==> src/sv/random_probe_id_allocator_assert.svh <==
// assertion macros for the random probe id allocator
// no dependencies; taken in by the top level
`ifndef RANDOM_PROBE_ID_ALLOCATOR_ASSERT_SVH
`define RANDOM_PROBE_ID_ALLOCATOR_ASSERT_SVH
`ifndef SYNTH
`define RPIA_ASSERT(lbl, prop) \
  lbl: assert property (@(posedge clk_i) disable iff (!rst_ni) prop) \
    else $error("rpia assertion failed");
`define RPIA_ASSERT_NORST(lbl, prop) \
  lbl: assert property (@(posedge clk_i) prop) \
    else $error("rpia assertion failed");
`else
`define RPIA_ASSERT(lbl, prop)
`define RPIA_ASSERT_NORST(lbl, prop)
`endif
`endif

==> src/sv/rpia_pkg.sv <==
// shared constants, codes and control types of the random probe id allocator
// no dependencies
package rpia_pkg;

  localparam int ID_W    = 13;
  localparam int ID_LOW  = 300;
  localparam int ID_HIGH = 5000;
  localparam int ID_SPAN = ID_HIGH - ID_LOW + 1;

  localparam logic [ID_W-1:0] ID_LOW_V  = ID_W'(ID_LOW);
  localparam logic [ID_W-1:0] ID_HIGH_V = ID_W'(ID_HIGH);
  localparam logic [ID_W-1:0] ID_SPAN_V = ID_W'(ID_SPAN);

  localparam int ROW_W     = 32;
  localparam int ROW_BIT_W = $clog2(ROW_W);
  localparam int ROWS      = (ID_SPAN + ROW_W - 1) / ROW_W;
  localparam int ROW_AW    = $clog2(ROWS);

  localparam int LFSR_W = 16;
  localparam logic [LFSR_W-1:0] LFSR_TAPS = 16'hB400;
  localparam logic [LFSR_W-1:0] LFSR_ONE  = 16'h0001;

  // modulo by reciprocal multiply, one correction step
  localparam int RECIP_SHIFT = 26;
  localparam int RECIP       = (2 ** RECIP_SHIFT) / ID_SPAN;
  localparam int RECIP_W     = $clog2(RECIP + 1);
  localparam int PROD1_W     = LFSR_W + RECIP_W;
  localparam int Q_W         = PROD1_W - RECIP_SHIFT;
  localparam int PROD2_W     = Q_W + ID_W;
  localparam int REM_W       = ID_W + 1;

  localparam int STAT_W = 2;
  localparam logic [STAT_W-1:0] ST_OK        = 2'd0;
  localparam logic [STAT_W-1:0] ST_NONE_FREE = 2'd1;
  localparam logic [STAT_W-1:0] ST_NOT_ALLOC = 2'd2;

  localparam logic CMD_ALLOC   = 1'b0;
  localparam logic CMD_RELEASE = 1'b1;

  typedef enum logic [1:0] {
    RES_NONE_FREE,
    RES_ALLOC,
    RES_RELEASE
  } res_sel_e;

  typedef struct packed {
    logic     clr;
    logic     take_in;
    logic     step;
    logic     mul2;
    logic     probe_rd;
    logic     rel_rd;
    logic     map_wr;
    logic     map_bit;
    logic     out_load;
    res_sel_e res_sel;
  } dp_cmd_t;

  typedef struct packed {
    logic clr_done;
    logic full;
    logic bit_set;
    logic rel_hit;
  } dp_stat_t;

endpackage

==> src/sv/rpia_ctrl.sv <==
// controller state machine of the random probe id allocator
// depends on rpia_pkg
module rpia_ctrl (
  input  logic               clk_i,
  input  logic               rst_ni,
  input  logic               in_valid_i,
  output logic               in_ready_o,
  input  logic               command_i,
  output logic               out_valid_o,
  input  logic               out_ready_i,
  input  rpia_pkg::dp_stat_t stat_i,
  output rpia_pkg::dp_cmd_t  cmd_o
);

  localparam logic [3:0] S_CLR     = 4'd0;
  localparam logic [3:0] S_IDLE    = 4'd1;
  localparam logic [3:0] S_STEP    = 4'd2;
  localparam logic [3:0] S_MUL     = 4'd3;
  localparam logic [3:0] S_MOD     = 4'd4;
  localparam logic [3:0] S_CHK     = 4'd5;
  localparam logic [3:0] S_REL_RD  = 4'd6;
  localparam logic [3:0] S_REL_CHK = 4'd7;
  localparam logic [3:0] S_FULL    = 4'd8;

  logic [3:0] state_q, state_d;
  logic       out_valid_q, out_valid_d;
  logic       slot_free;

  assign slot_free = !out_valid_q || out_ready_i;

  always_comb begin
    cmd_o      = '0;
    state_d    = state_q;
    in_ready_o = 1'b0;
    unique case (state_q)
      S_CLR: begin
        cmd_o.clr = 1'b1;
        if (stat_i.clr_done) begin
          state_d = S_IDLE;
        end
      end
      S_IDLE: begin
        in_ready_o    = 1'b1;
        cmd_o.take_in = in_valid_i;
        if (in_valid_i) begin
          if (command_i == rpia_pkg::CMD_RELEASE) begin
            state_d = S_REL_RD;
          end else if (stat_i.full) begin
            state_d = S_FULL;
          end else begin
            state_d = S_STEP;
          end
        end
      end
      S_STEP: begin
        cmd_o.step = 1'b1;
        state_d    = S_MUL;
      end
      S_MUL: begin
        cmd_o.mul2 = 1'b1;
        state_d    = S_MOD;
      end
      S_MOD: begin
        cmd_o.probe_rd = 1'b1;
        state_d        = S_CHK;
      end
      S_CHK: begin
        if (stat_i.bit_set) begin
          state_d = S_STEP;
        end else if (slot_free) begin
          cmd_o.map_wr   = 1'b1;
          cmd_o.map_bit  = 1'b1;
          cmd_o.out_load = 1'b1;
          cmd_o.res_sel  = rpia_pkg::RES_ALLOC;
          state_d        = S_IDLE;
        end
      end
      S_REL_RD: begin
        cmd_o.rel_rd = 1'b1;
        state_d      = S_REL_CHK;
      end
      S_REL_CHK: begin
        if (slot_free) begin
          cmd_o.map_wr   = stat_i.rel_hit;
          cmd_o.map_bit  = 1'b0;
          cmd_o.out_load = 1'b1;
          cmd_o.res_sel  = rpia_pkg::RES_RELEASE;
          state_d        = S_IDLE;
        end
      end
      S_FULL: begin
        if (slot_free) begin
          cmd_o.out_load = 1'b1;
          cmd_o.res_sel  = rpia_pkg::RES_NONE_FREE;
          state_d        = S_IDLE;
        end
      end
      default: begin
        state_d = S_IDLE;
      end
    endcase
  end

  always_comb begin
    out_valid_d = out_valid_q;
    if (cmd_o.out_load) begin
      out_valid_d = 1'b1;
    end else if (out_ready_i) begin
      out_valid_d = 1'b0;
    end
  end

  always_ff @(posedge clk_i or negedge rst_ni) begin
    if (!rst_ni) begin
      state_q     <= S_CLR;
      out_valid_q <= 1'b0;
    end else begin
      state_q     <= state_d;
      out_valid_q <= out_valid_d;
    end
  end

  assign out_valid_o = out_valid_q;

endmodule

==> config.mk <==
export PLATFORM = sky130hd
export DESIGN_NAME = rpia_ctrl
export DESIGN_NICKNAME = d
export VERILOG_FILES = /design/src/sv/random_probe_id_allocator_assert.svh /design/src/sv/rpia_pkg.sv /design/src/sv/rpia_ctrl.sv
export SDC_FILE = /design/constraint.sdc
export NUM_CORES = 1
export LEC_CHECK = 0
export ABC_CLOCK_PERIOD_IN_PS = 1240
export BUFFER_PORTS_ARGS = -buffer_cell sky130_fd_sc_hd__clkbuf_2
export CORE_AREA = 8 8 45 47
export DETAILED_ROUTE_END_ITERATION = 8
export DIE_AREA = 0 0 53 55
export PLACE_DENSITY_LB_ADDON = 0.05
export SYNTH_ARGS = -nofsm -noshare
export SYNTH_HDL_FRONTEND = slang
export SYNTH_SLANG_ARGS = --single-unit
==> constraint.sdc <==
create_clock -name clk_i -period 1.24 [get_ports clk_i]
set_input_delay 0.186 -clock clk_i [delete_from_list [all_inputs] [get_ports clk_i]]
set_output_delay 0.186 -clock clk_i [all_outputs]
set_load 0.02 [all_outputs]
; After elaboration in Yosys (flattened, before gate mapping)
; Cells that the tools add are included.
[classes]
muxes = 22
eq_ne = 10
n_reduce_logical = 6
[op_table]
columns = cell, n
row1 = $pmux 4 s8, 1
row2 = $mux 4, 6
row3 = $eq 4x3->1 const B, 4
row4 = $mux 5, 3
row5 = $mux 1, 9
row6 = $pmux 3 s3, 1
row7 = $eq 4x2->1 const B, 2
row8 = $eq 4x1->1 const B, 1
row9 = $eq 4x4->1 const B, 1
row10 = $logic_not 4->1, 1
row11 = $ne 2x2->1 const B, 2
row12 = $pmux 2 s2, 1
row13 = $mux 3, 1
row14 = $reduce_and 2->1, 1
row15 = $reduce_bool 2->1, 1
row16 = $reduce_or 2->1, 1
row17 = $logic_not 1->1, 1
row18 = $logic_or 1x1->1, 1
[word_totals]
elab_cells = 40
regBits = 5
output_inout_bits = 13

; Depth between registers and ports, before layout
; Gate-level depths: netlist (run 1).
[logic_depth]
word_depth = 6
ltp_mapped = 5
ltp_nobuf = 3

; Worst setup path before layout (run 1)
; No wires, ideal clock.
[synth_timing]
path_kind = reg-to-output
from = reg state_q[3]
to = out cmd_o[0] (netlist bit)
setup_slack_ps = -418
t_required_ps = 1054
path_stages_with_launch = 5
arrival_time_ps = 1472
n_path_buf = 1
path_cell_list = dfrtp_1 > buf_2 > nor2b_1 > nand2_1 > nor4_1
[synth_rtl]
columns = item, line_no
row1 = from (decl), rpia_ctrl.sv:25  ; logic [3:0] state_q, state_d;
row2 = from (signal assigned), rpia_ctrl.sv:118  ; state_q <= state_d;
row3 = to (decl), rpia_ctrl.sv:12  ; output rpia_pkg::dp_cmd_t cmd_o

; Final worst setup path (run 1)
[layout_timing]
from = reg state_q[2]
to = reg state_q[1]
[layout_between]
elab_chain_len = 3
elab_cells_between_ends = 14
classes_between = eq/ne (10) / mux (1) / reduce/logical (3)
[layout_lines]
columns = item, line_no
row1 = $eq 4x3->1 (tied with other cells), rpia_ctrl.sv:35  ; unique case (state_q)
row2 = $reduce_or 2->1 (no source line) / $ne 2x2->1 (equally long branches), n/a
row3 = $pmux 4 s8 / $reduce_and 2->1 (equally long branches), n/a
; Parallel ways exist; a longest one is shown, timed or not.
; A chain may end at the register's enable or synchronous reset.

==> results.txt, run 1 <==
The congestion estimate from routability-driven global placement came to 0.7615. The via total after detailed routing was 712; the number of DRC violations after detailed routing was 0. The total wire length came out at 2.479 mm. The tools report the synthesized area as 444.2 um2. The tools report the number of nets with antenna violations after routing as 0. Relative to the synthesized area, the layout overhead comes to 172.7%. The final critical path takes up 132.7% of the cycle.

The final number of hold-violating endpoints is 0. TritonCTS built the clock tree. The global-route wire length before repair came out at 3.443 mm. In this run the worst path has a maximum fanout of 7.

Among all stages on the critical path, the largest delay is contributed by or4b_4. At the pin with the least slew margin, the transition time is 471.4 ps. The worst setup path is of the reg -> reg kind. The antenna diode count was 0. The logs give 14.38 ps for the worst clock skew on the final layout and 2915 um2 for the area of the die. The kind of launch point of the worst setup path was a flip-flop. The logs give 776 for the via count of the first global-routing pass and 0 for the max-capacitance violation count.

The area of the core was 1384 um2; the initial antenna violation count was 0. The worst-case setup margin in the final layout is -406.1 ps. Setup violations remaining at the end of the flow were counted as 16.

For the depth of the CTS H-tree, the log shows 1. STA classifies the critical path endpoint as a flip-flop. The average wire per cell in the routed design was 18.50 um. Dividing the synthesized area by the synthesized cell count gives 7.658 um2. Entering global routing, the biggest net connects 9 pins. The finished layout holds 134 standard cells, fillers aside. Ranked by total cell area, the synthesized netlist is headed by dfrtp_1 (28%), nand2b_1 (7.0%), buf_2 (4.5%).

The endpoint identified for the worst register-to-register timing path is state_q[1]$_DFFE_PN0P_. The run gives 0 as the remaining global-route overflow. For hold timing, the worst endpoint is state_q[3]$_DFFE_PN0P_.

Measured along the y axis, the die boundary spans 55 um. Clock-pin slew was measured on the worst setup and hold paths at 60 ps. The worst register-to-register path begins at state_q[2]$_DFFE_PN0P_.

For this design the ratio of total power to cell area is 2428 nW/um2. Of the post-synthesis cell area, the dominant cell type holds 28.17%. The effective utilization at floorplan is 32.10%, and the HPWL after detailed placement is 1.319 mm. In this design, the stage delay of the slowest critical-path cell is 500 ps. By instance count, the cell type seen most on the critical path is buf_6. The final reports fail on negative setup slack. The die width is 53 um, and the number of sinks driven by the clock tree is 5. For the cell row count, the log shows 14. The critical path goes through buf_6, buf_6, or4b_4, o21a_1, a31oi_1. The register-to-register setup slack is -410 ps, and the mean number of vias per cell is 5.313. The total CTS buffers was 3; the post-synthesis cell count was 58. The tools report the count of different cell masters after synthesis as 30. Startpoint of the most critical hold path: stat_i[2].

Setup repair after global routing could not meet its margin everywhere. The total power draw is 2.940 mW, and the number of nets in the finished design is 128. Across every metal layer, demand over resource in global routing totals 16.31%. The tools report the peak clock frequency supported by timing as 607.5 MHz. Together, buffers and inverters on the worst path number 2. The biggest area contributor in the post-synthesis netlist is dfrtp_1. The length in cells of the worst reg-to-reg path was 5. In this run, the number of DRC markers left after iteration 0 of detailed routing was 26. For the max-slew headroom at the worst pin, the log shows 67.76%. STA puts the critical path data arrival time at 1810 ps. No sink is reached through more buffers than the 2 on the longest clock path. Counting tap cells, the placed design contains a total of 110 instances. The clock reaches the later pin of the worst-skew pair after 260 ps.

CTS placed an instance of clkbuf_4 at the clock tree root. IR analysis of the VDD net gives a maximum drop of 0.001552 V. The run finished, with violations left.

For the worst setup path, the data required time is 1400 ps. Input and output buffers added on the ports amount to 21. Among cell families on the critical path, the largest total delay comes from simple AND/OR/NAND/NOR gates. For the final-report max-slew violation count, the log shows 0. The post-synthesis net count is 67, and the number of storage elements in the synthesis netlist is 5. For this design the static power due to leakage is 0.5343 nW. The tools report the sequential share of the synthesized area as 28.17%.

The tightest hold path in the finished design has a slack of 204.5 ps. The I/O pin count was 22; the worst hold path depth was 3. Of the cells placed in the final design, the portion with a size suffix greater than 1 is 77.12%. The first TritonRoute pass finished after 4 iterations. For this run, the number of Yosys warnings is 0.

The worst min-delay path class was in -> reg. The clock period minus final worst setup slack was 1646 ps.
[worst register-to-register path: cells and delay by family (launching register included)]
kind                   cells  cell delay [ps]
and+or+nand+nor            1              500
buffers and inverters      2              260
DFF                        1              470
AOI/OAI and AO/OA          2              340
[state kept, by name, summed over array words and instances, names as in the netlist]
signal       count
state_q          4
out_valid_o      1
[power breakdown]
| group | internal (mW) | switching (mW) |
|---|---|---|
| Combinational | 1.30 | 1.10 |
| Sequential | 0.231 | 0.108 |
| Clock | 0.123 | 0.0794 |
| Total | 1.66 | 1.28 |
[metrics by stage]
step | utilization [%] | setup TNS (ps) | instance area (um2) | worst slack (ps)
global placement | 56.87 | -1432 | 787.0 | -193.7
global route | 87.52 | -5758 | 1211 | -442.2
detailed placement | 56.87 | -1644 | 787.0 | -212.7
finish | 87.52 | -4992 | 1211 | -406.1
CTS | 77.94 | -4741 | 1079 | -373.9
floorplan | - | -430.0 | 558.0 | -90.91
[how the worst max path moves through the flow]
stage	endpoint	cells after the start	slack [ps]	startpoint
2_1_floorplan	cmd_o[9]	2	-90	state_q[3]$_DFFE_PN0P_
3_3_place_gp	state_q[0]$_DFFE_PN0P_	3	-190	state_q[1]$_DFFE_PN0P_
3_5_place_dp	state_q[0]$_DFFE_PN0P_	4	-210	state_q[3]$_DFFE_PN0P_
4_1_cts	cmd_o[2]	5	-370	state_q[1]$_DFFE_PN0P_
5_1_grt	cmd_o[0]	4	-440	state_q[2]$_DFFE_PN0P_
6_report	state_q[1]$_DFFE_PN0P_	5	-410	state_q[2]$_DFFE_PN0P_
[synth_stat cells, drive strengths merged]
cell,n
nor3b,1
nand4b,1
or4b,1
o21a,1
o21ai,3
or4,1
nor2,5
nand3,1
nand3b,1
a2111oi,1
buf,5
o22ai,1
a31oi,3
nor4,3
inv,2
dfrtp,5
a211oi,1
nor4b,2
nand2,4
a21o,1
nor3,4
or3,1
nand2b,5
nor2b,2
and2,1
a21oi,2
[cell families (layout without fill, tap and decap cells)]
| group | after synthesis | in the layout | share of synthesized area (%) |
|---|---|---|---|
| buf+inv | 7 | 67 | 7.887 |
| simple gates | 33 | 33 | 45.64 |
| compound gates | 13 | 13 | 18.31 |
| flops | 5 | 5 | 28.17 |
[cells in the final DEF, fill, tap and decap left out, types with 2 or more instances in the layout]
cell type  instances
buf_4             29
buf_6             15
clkbuf_2           9
buf_8              5
dfrtp_2            4
nor2_4             3
nor4_4             3
clkbuf_4           3
nand2b_4           2
nor3_4             2
nor4b_4            2
nor2_1             2
nand2b_1           2
a31oi_1            2
a21oi_1            2
clkbuf_8           2
[timing repair]
item | in CTS | in global routing
setup buffers | 13 | 6
hold buffers | 1 | 0
gates resized for setup | 39 | 28
pin swaps | 7 | 8
endpoints found under the hold margin | 5 | 0
setup endpoints to repair | 16 | 17
[final cells by class]
cell class                 instances  area [um2]
clock buffer                       4       26.28
fill                              74       172.7
inverter                           2       10.01
multi-input combinational         46       480.5
sequential                         5       130.1
tap                               16       20.02
timing repair buffer              61       544.3
[per-layer routing]
layer	vias to the layer above	track usage, %	share of wire (%)
met4	0	11.21	1.7
met2	23	27.54	53
met3	4	5.348	4.7
li1	334	-	-
met1	351	16.95	41
met5	-	0	0
No activity file was read; power rests on OpenSTA's default activity.
==> inputs of run 2 (changes only) <==
--- a/config.mk
+++ b/config.mk
@@ -11,6 +11,7 @@
 export DETAILED_ROUTE_END_ITERATION = 8
 export DIE_AREA = 0 0 53 55
 export PLACE_DENSITY_LB_ADDON = 0.05
+export REMOVE_ABC_BUFFERS = 1
 export SYNTH_ARGS = -nofsm -noshare
 export SYNTH_HDL_FRONTEND = slang
 export SYNTH_SLANG_ARGS = --single-unit
==> run 2 against run 1 <==
- the run still ends with negative setup slack left
- highest routed layer unchanged
- routed wire length is 29% lower
- count of clock-buffer cells in the layout stayed put
- sequential share of layout area is 2.8 points higher
- fmax is 4.6% higher
- first-iteration DRC count is 73% lower
- largest power group unchanged
- sequential power is 6.2% higher
- critical path depth is 2 lower
- via count is 13% lower
- sequential cell count stayed put
- die area stayed put
==> results.txt, run 2 (synthesis gave the netlist of run 1 again) <==
The run finished, with violations left. The final reports fail on negative setup slack. The worst setup path is captured at a primary output.

Area of the die: 2915 um2 (unchanged). The I/O pin count was 22 (unchanged). The overall routing resource usage was 14.14% (-2.2 points); the biggest cell delay along the critical path was 490 ps (about the same).

The area growth from synthesis to layout is 116.1%. The tools report the arrival time reported for the critical path endpoint as 1390 ps (-420 ps). The area of the core was 1384 um2 (unchanged); the clock period minus final worst setup slack was 1573 ps (-72.92 ps). The run gives 621 (-13%) as the via total after detailed routing. Number of buffers inserted by port buffering: 21 (unchanged). The peak clock frequency supported by timing was 635.7 MHz (+4.6%); the clock network latency to the later pin of the worst-skew pair was 250 ps (about the same).

For the data required time of the worst path, the log shows 1050 ps (-350 ps). The run gives 0.001481 V (-4.6%) as the maximum vdd drop. Among cell families on the critical path, the largest total delay comes from simple AND/OR/NAND/NOR gates. For the remaining global-route overflow, the log shows 0 (unchanged). For the number of DRC violations after detailed routing, the log shows 0 (unchanged). The run gives 1.162 mm (-12%) as the HPWL after detailed placement.

STA classifies the critical path startpoint as a flip-flop. The logs give 74.28% (+6.5 points) for the max-slew headroom at the worst pin and 2 (unchanged) for the number of buffers on the longest clock path. For the worst slack at placement, the log shows -176.1 ps (+36.56 ps).

The cell total after placement was 105 (-4.5%); the cell row count was 14 (unchanged). The tools report the effective utilization at floorplan as 32.10% (unchanged). The pin count of the biggest net entering global routing was 9 (unchanged). Most common cell after layout, fill and taps aside: buf_4. Type of the worst setup path: reg -> out.

The share of cells above drive strength 1 is 68.63% (-8.5 points), and the global-route wire length before repair is 3.008 mm (-13%). The run gives 4 (unchanged) as the detailed-routing iteration count for the pre-antenna-repair pass. The depth of the CTS H-tree was 1 (unchanged); the mean number of vias per cell was 5.263 (-0.95%). The tools report the total CTS buffers as 3 (unchanged). The average wire per cell in the routed design works out to 14.96 um (-19%). The cell type of the slowest stage on the worst timing path is dfrtp_2.

The leakage power summed over all cells is 0.4343 nW (-19%). The height of the die was 55 um (unchanged). Worst min-delay path class: in -> reg.

The flip-flop count of the largest register after layout was 4 (unchanged). TritonCTS built the clock tree. The final number of hold-violating endpoints came out at 0 (unchanged). The number of inserted filler cells in the final layout was 121 (+64%). The initial antenna violation count was 0 (unchanged). The placer's final routability congestion estimate is 0.8062 (+5.9%).

The run gives 7 (-73%) as the count of routing violations after the opening detailed-route iteration. The power density of the placed cells is 2336 nW/um2 (-3.8%), and the antenna diode count is 0 (unchanged). The via count of the first global-routing pass is 682 (-12%). The run gives 0 (unchanged) as the max-capacitance violation count. The clock-pin slew reported for the worst setup and hold paths after clock tree synthesis was 40 ps (-20 ps); the die width was 53 um (unchanged). The top cell types in the final layout, fill and taps aside, are buf_4 (22), clkbuf_2 (9), clkbuf_4 (6), buf_6 (6). The run gives 1.765 mm (-29%) as the total wire length. The number of sinks driven by the clock tree is 5 (unchanged). state_q holds more flip-flops than any other register. Worst clock skew on the final layout: 1.554 ps (-12.82 ps). Number of nets in the finished design: 112 (-13%). The run gives 0 (unchanged) as the final-report max-slew violation count.

The logs give -333.1 ps (+72.92 ps) for the worst-case setup margin in the final layout and 0 (unchanged) for the number of nets with antenna violations after routing. The peak fanout along the critical path was 8 (+1). The non-filler instance count after layout came out at 118 (-12%). The total buffers and inverters traversed by the critical path is 1 (-1).

The pin slew with the least headroom to its limit is 376.1 ps (-95.31 ps), and the number of failing setup endpoints in the final timing report is 15 (-1). The tools report the total power draw as 2.242 mW (-24%). Setup repair after global routing could not meet its margin everywhere. The critical path goes through nor4b_4, and2_1, clkbuf_8. The share of the clock period used by the worst path after layout was 126.9% (-5.9 points). The master cell of the clock root buffer is clkbuf_4.
[run 2: cell type report]
cell class	instances	area, um2	share of cell area [%]
sequential	5	130.1	13.56
multi-input combinational	46	419.2	43.68
timing repair buffer	45	356.6	37.16
tap	16	20.02	2.086
inverter	2	7.507	0.7823
clock buffer	4	26.28	2.738
[run 2: through the flow]
stage | setup TNS [ps] | instance area (um2) | util (%) | hold slack (ps)
global placement | -1754 | 654.4 | 47.29 | 10.77
finish | -4444 | 959.7 | 69.35 | 192.3
floorplan | -2902 | 416.7 | - | -109.6
CTS | -4723 | 889.6 | 64.29 | 189.0
global route | -5458 | 959.7 | 69.35 | 186.6
detailed placement | -1668 | 654.4 | 47.29 | 15.53
[run 2: layer usage]
metal / track usage [%] / share of wire [%]
met4: 7.759 / 2.3
met5: 0 / 0
met2: 22.27 / 48
met3: 6.684 / 6.9
met1: 15.47 / 42
[run 2: report_power, final]
| part | total, mW | internal (mW) | leakage, nW | switching [mW] |
|---|---|---|---|---|
| sequential | 0.360 | 0.231 | 0.0589 | 0.129 |
| clock | 0.196 | 0.122 | 0.0150 | 0.0738 |
| combinational | 1.69 | 0.904 | 0.360 | 0.782 |
| total | 2.24 | 1.26 | 0.434 | 0.985 |
[run 2: repair_timing]
action / CTS / global route
setup buffers: 7 / 1
resized for setup: 37 / 18
endpoints found under the setup margin: 16 / 16
hold buffers: 1 / 0
endpoints found under the hold margin: 5 / 0
gates cloned: 0 / 0
pin swaps: 3 / 2
[run 2: path summary, 6_finish.rpt]
path,startpoint,to,slack (ps),cells past startpoint
max,state_q[1]$_DFFE_PN0P_,cmd_o[9],-330,3
min reg2reg,out_valid_o$_DFFE_PN0P_,out_valid_o$_DFFE_PN0P_,700,3
min,stat_i[2],state_q[3]$_DFFE_PN0P_,190,3
max in group asynchronous,rst_ni,state_q[0]$_DFFE_PN0P_,800,2
max reg2reg,state_q[1]$_DFFE_PN0P_,state_q[1]$_DFFE_PN0P_,-330,4
min in group asynchronous,rst_ni,state_q[2]$_DFFE_PN0P_,290,2
[run 2: worst min-delay path, cell delays in order]
cell and delay, ps:
clkbuf_2 90, nand3b_1 70, o22ai_1 60
==> inputs of run 3 (changes only) <==
--- a/config.mk
+++ b/config.mk
@@ -7,9 +7,11 @@
 export LEC_CHECK = 0
 export ABC_CLOCK_PERIOD_IN_PS = 1240
 export BUFFER_PORTS_ARGS = -buffer_cell sky130_fd_sc_hd__clkbuf_2
-export CORE_AREA = 8 8 45 47
+export CELL_PAD_IN_SITES_DETAIL_PLACEMENT = 1
+export CELL_PAD_IN_SITES_GLOBAL_PLACEMENT = 2
+export CORE_MARGIN = 8
+export CORE_UTILIZATION = 20
 export DETAILED_ROUTE_END_ITERATION = 8
-export DIE_AREA = 0 0 53 55
 export PLACE_DENSITY_LB_ADDON = 0.05
 export REMOVE_ABC_BUFFERS = 1
 export SYNTH_ARGS = -nofsm -noshare
==> run 3 against run 2 <==
- the flow still finishes with violations (negative setup slack)
- sequential power shrank 8.1%
- global-route usage shrank 4.6 points
- combinational power shrank 4%
- clock power shrank 4%
- critical path depth grew 1
- via count shrank 1.4%
- sequential cell count is the same
- die area grew 37%
- count of clock-buffer cells in the layout is the same
- critical endpoint is now cmd_o[2]
- largest cell class unchanged
- register-to-register slack gained 30 ps
- worst setup slack lost 9.3 ps
- largest power group unchanged
- clock skew grew 4.0 ps
- critical path type unchanged
==> results.txt, run 3 (synthesis gave the netlist of run 1 again) <==
The run gives 15 (unchanged) as the number of failing setup endpoints in the final timing report. The arrival time reported for the critical path endpoint came out at 1400 ps (about the same). The initial antenna violation count is 0 (unchanged). The routed metal-1 wirelength is 862 um (+16%). The most common cell after layout, fill and taps aside is buf_4. The peak fanout along the critical path was 7 (-1); the number of inserted filler cells in the final layout was 252 (+110%). The signal on the critical path passes through nor4b_4, a31oi_2, nor2_1, buf_4.

The total buffers and inverters traversed by the critical path was 1 (unchanged); the I/O pin count was 22 (unchanged). The run gives 9 (unchanged) as the pin count of the biggest net entering global routing. The die width came out at 63.13 um (+19%).

The tools report the cell total after placement as 114 (+8.6%). The via total after detailed routing is 612 (-1.4%). The data required time of the worst path is 1050 ps (about the same). The cell row count is 17 (+3), and the height of the die is 63.13 um (+15%).

The share of cells above drive strength 1 is 67.33% (-1.3 points), and the worst-case setup margin in the final layout is -342.4 ps (-9.257 ps). The count of routing violations after the opening detailed-route iteration is 1 (-6). The register-to-register setup slack is -300 ps (+30 ps), and the HPWL after detailed placement is 1.298 mm (+12%).

The flip-flop count of the largest register after layout came out at 4 (unchanged). The pin slew with the least headroom to its limit was 301.0 ps (-75.13 ps). The biggest cell delay along the critical path works out to 490 ps (about the same). The power density of the placed cells works out to 2264 nW/um2 (-3.1%).

The checks that failed: negative setup slack. The clock-pin slew reported for the worst setup and hold paths after clock tree synthesis came out at 40 ps (about the same). The mean number of vias per cell was 4.744 (-9.9%). Highest routed metal layer: met4. The maximum vdd drop is 0.0008206 V (-45%). The number of sinks driven by the clock tree is 5 (unchanged), and the total wire length is 1.926 mm (+9.1%). The number of DRC violations after detailed routing was 0 (unchanged); the length in cells of the worst reg-to-reg path was 4 (unchanged). The clock period minus final worst setup slack works out to 1582 ps (+9.257 ps). The run finished, with violations left.

Relative to the synthesized area, the layout overhead comes to 113.8%. For the max-capacitance violation count, the log shows 0 (unchanged). The number of buffers on the longest clock path was 2 (unchanged). For the non-filler instance count after layout, the log shows 129 (+9.3%). For the detailed-routing iteration count for the pre-antenna-repair pass, the log shows 3 (-1). The overall routing resource usage was 9.517% (-4.6 points); the number of buffers inserted by port buffering was 21 (unchanged). The largest individual stage delay along the critical path comes from the cell dfrtp_2. The number of nets with antenna violations after routing was 0 (unchanged).

Worst hold margin: 254.4 ps (+62.12 ps). The amount of wire on met3 after detailed routing came out at 106 um (-13%). In this run the worst hold path is classified as in -> reg. Setup repair after global routing could not meet its margin everywhere.

The placer's final routability congestion estimate was 0.6687 (-17%); the area after detailed placement was 646.9 um2 (-1.1%). The run gives 0 (unchanged) as the final-report max-slew violation count. Number of nets in the finished design: 111 (-0.89%). The logs give 1 (unchanged) for the depth of the CTS H-tree and 3.105 mm (+3.2%) for the global-route wire length before repair. Leaving out fill and tap cells, the most frequent cells in the layout are buf_4 (20), clkbuf_2 (9), buf_6 (8). The worst setup path is launched from a flip-flop.

The total area of sequential cells is 128.9 um2 (-0.96%), and the worst clock skew on the final layout is 5.545 ps (+3.991 ps). The antenna diode count came out at 0 (unchanged). The worst register-to-register path ends at state_q[1]$_DFFE_PN0P_. Type of the worst setup path: reg -> out. In this run the clock root is driven by a clkbuf_4. Peak clock frequency supported by timing: 631.9 MHz (-0.59%). The timing endpoint of the critical path was cmd_o[2].

The tools report the effective utilization at floorplan as 20.68% (-11 points). Register containing the most flip-flops in the final layout: state_q. In this run the critical register-to-register path is launched from state_q[1]$_DFFE_PN0P_. The logs give 3985 um2 (+37%) for the area of the die and 949.7 um2 (-1.0%) for the final standard cell area without fillers. The total CTS buffers is 3 (unchanged), and the leakage power summed over all cells is 0.4247 nW (-2.2%). The logs give 79.90% (+5.6 points) for the max-slew headroom at the worst pin and 953 um (+12%) for the met2 layer wire length in the routed design. The remaining global-route overflow came out at 0 (unchanged).

On the critical path the largest part of the delay comes from flip-flops. The area of combinational cells with multiple inputs is 407.9 um2 (-2.7%), and the area of the core is 2148 um2 (+55%). The tools report the via count of the first global-routing pass as 654 (-4.1%). The critical path starts at state_q[1]$_DFFE_PN0P_. The cell depth of the worst setup path is 4 (+1), and the final number of hold-violating endpoints is 0 (unchanged). The run gives 2.150 mW (-4.1%) as the total power draw. The clock network latency to the later pin of the worst-skew pair came out at 240 ps (about the same).

TritonCTS built the clock tree. The average wire per cell in the routed design was 14.93 um (-0.18%). STA classifies the critical path endpoint as a primary output. The share of the clock period used by the worst path after layout was 127.6% (+0.75 points). The core occupancy in the finished layout was 44.21% (-25 points).
[run 3: power by group]
part	switching (mW)	total, mW	internal, mW
Sequential	0.102	0.331	0.229
Clock	0.0669	0.189	0.122
Combinational	0.787	1.63	0.844
[run 3: layout make-up]
class                           instances  share of cell area (%)
Multi-Input combinational cell         46                   42.95
Timing Repair Buffer                   44                   36.23
Sequential cell                         5                   13.57
Tap cell                               28                   3.689
Clock buffer                            4                   2.767
Inverter                                2                  0.7905
[run 3: per-layer routing]
layer / track usage (%) / up-vias
met4: 2.564 / 0
met5: 0 / -
li1: - / 301
met3: 3.004 / 2
met1: 11.60 / 292
met2: 15.62 / 17
[run 3: how the worst min path moves through the flow]
| stage | from | end | cells after the start |
|---|---|---|---|
| global route | stat_i[2] | state_q[3]$_DFFE_PN0P_ | 3 |
| detailed placement | rst_ni | state_q[3]$_DFFE_PN0P_ | 1 |
| global placement | rst_ni | state_q[2]$_DFFE_PN0P_ | 1 |
| floorplan | rst_ni | out_valid_o$_DFFE_PN0P_ | 0 |
| finish | stat_i[2] | state_q[3]$_DFFE_PN0P_ | 3 |
| CTS | stat_i[2] | state_q[3]$_DFFE_PN0P_ | 3 |
[run 3: stage by stage]
| step | TNS, ps | setup slack (ps) |
|---|---|---|
| 3_5_place_dp | -1707 | -207.1 |
| 5_1_grt | -5125 | -411.6 |
| 2_1_floorplan | -2902 | -449.7 |
| 3_3_place_gp | -1730 | -256.0 |
| 6_report | -4022 | -342.4 |
| 4_1_cts | -4211 | -351.3 |
[run 3: repair_timing]
item | in CTS | in global routing
pin swaps | 6 | 3
buffers inserted | 5 | 5
setup endpoints to repair | 16 | 16
gates resized for setup | 35 | 18
hold buffers | 1 | 0
hold endpoints to repair | 5 | 0
[run 3: worst min-delay path: stages]
cell and delay (ps):
clkbuf_2 90, nand3b_1 90, o22ai_1 80
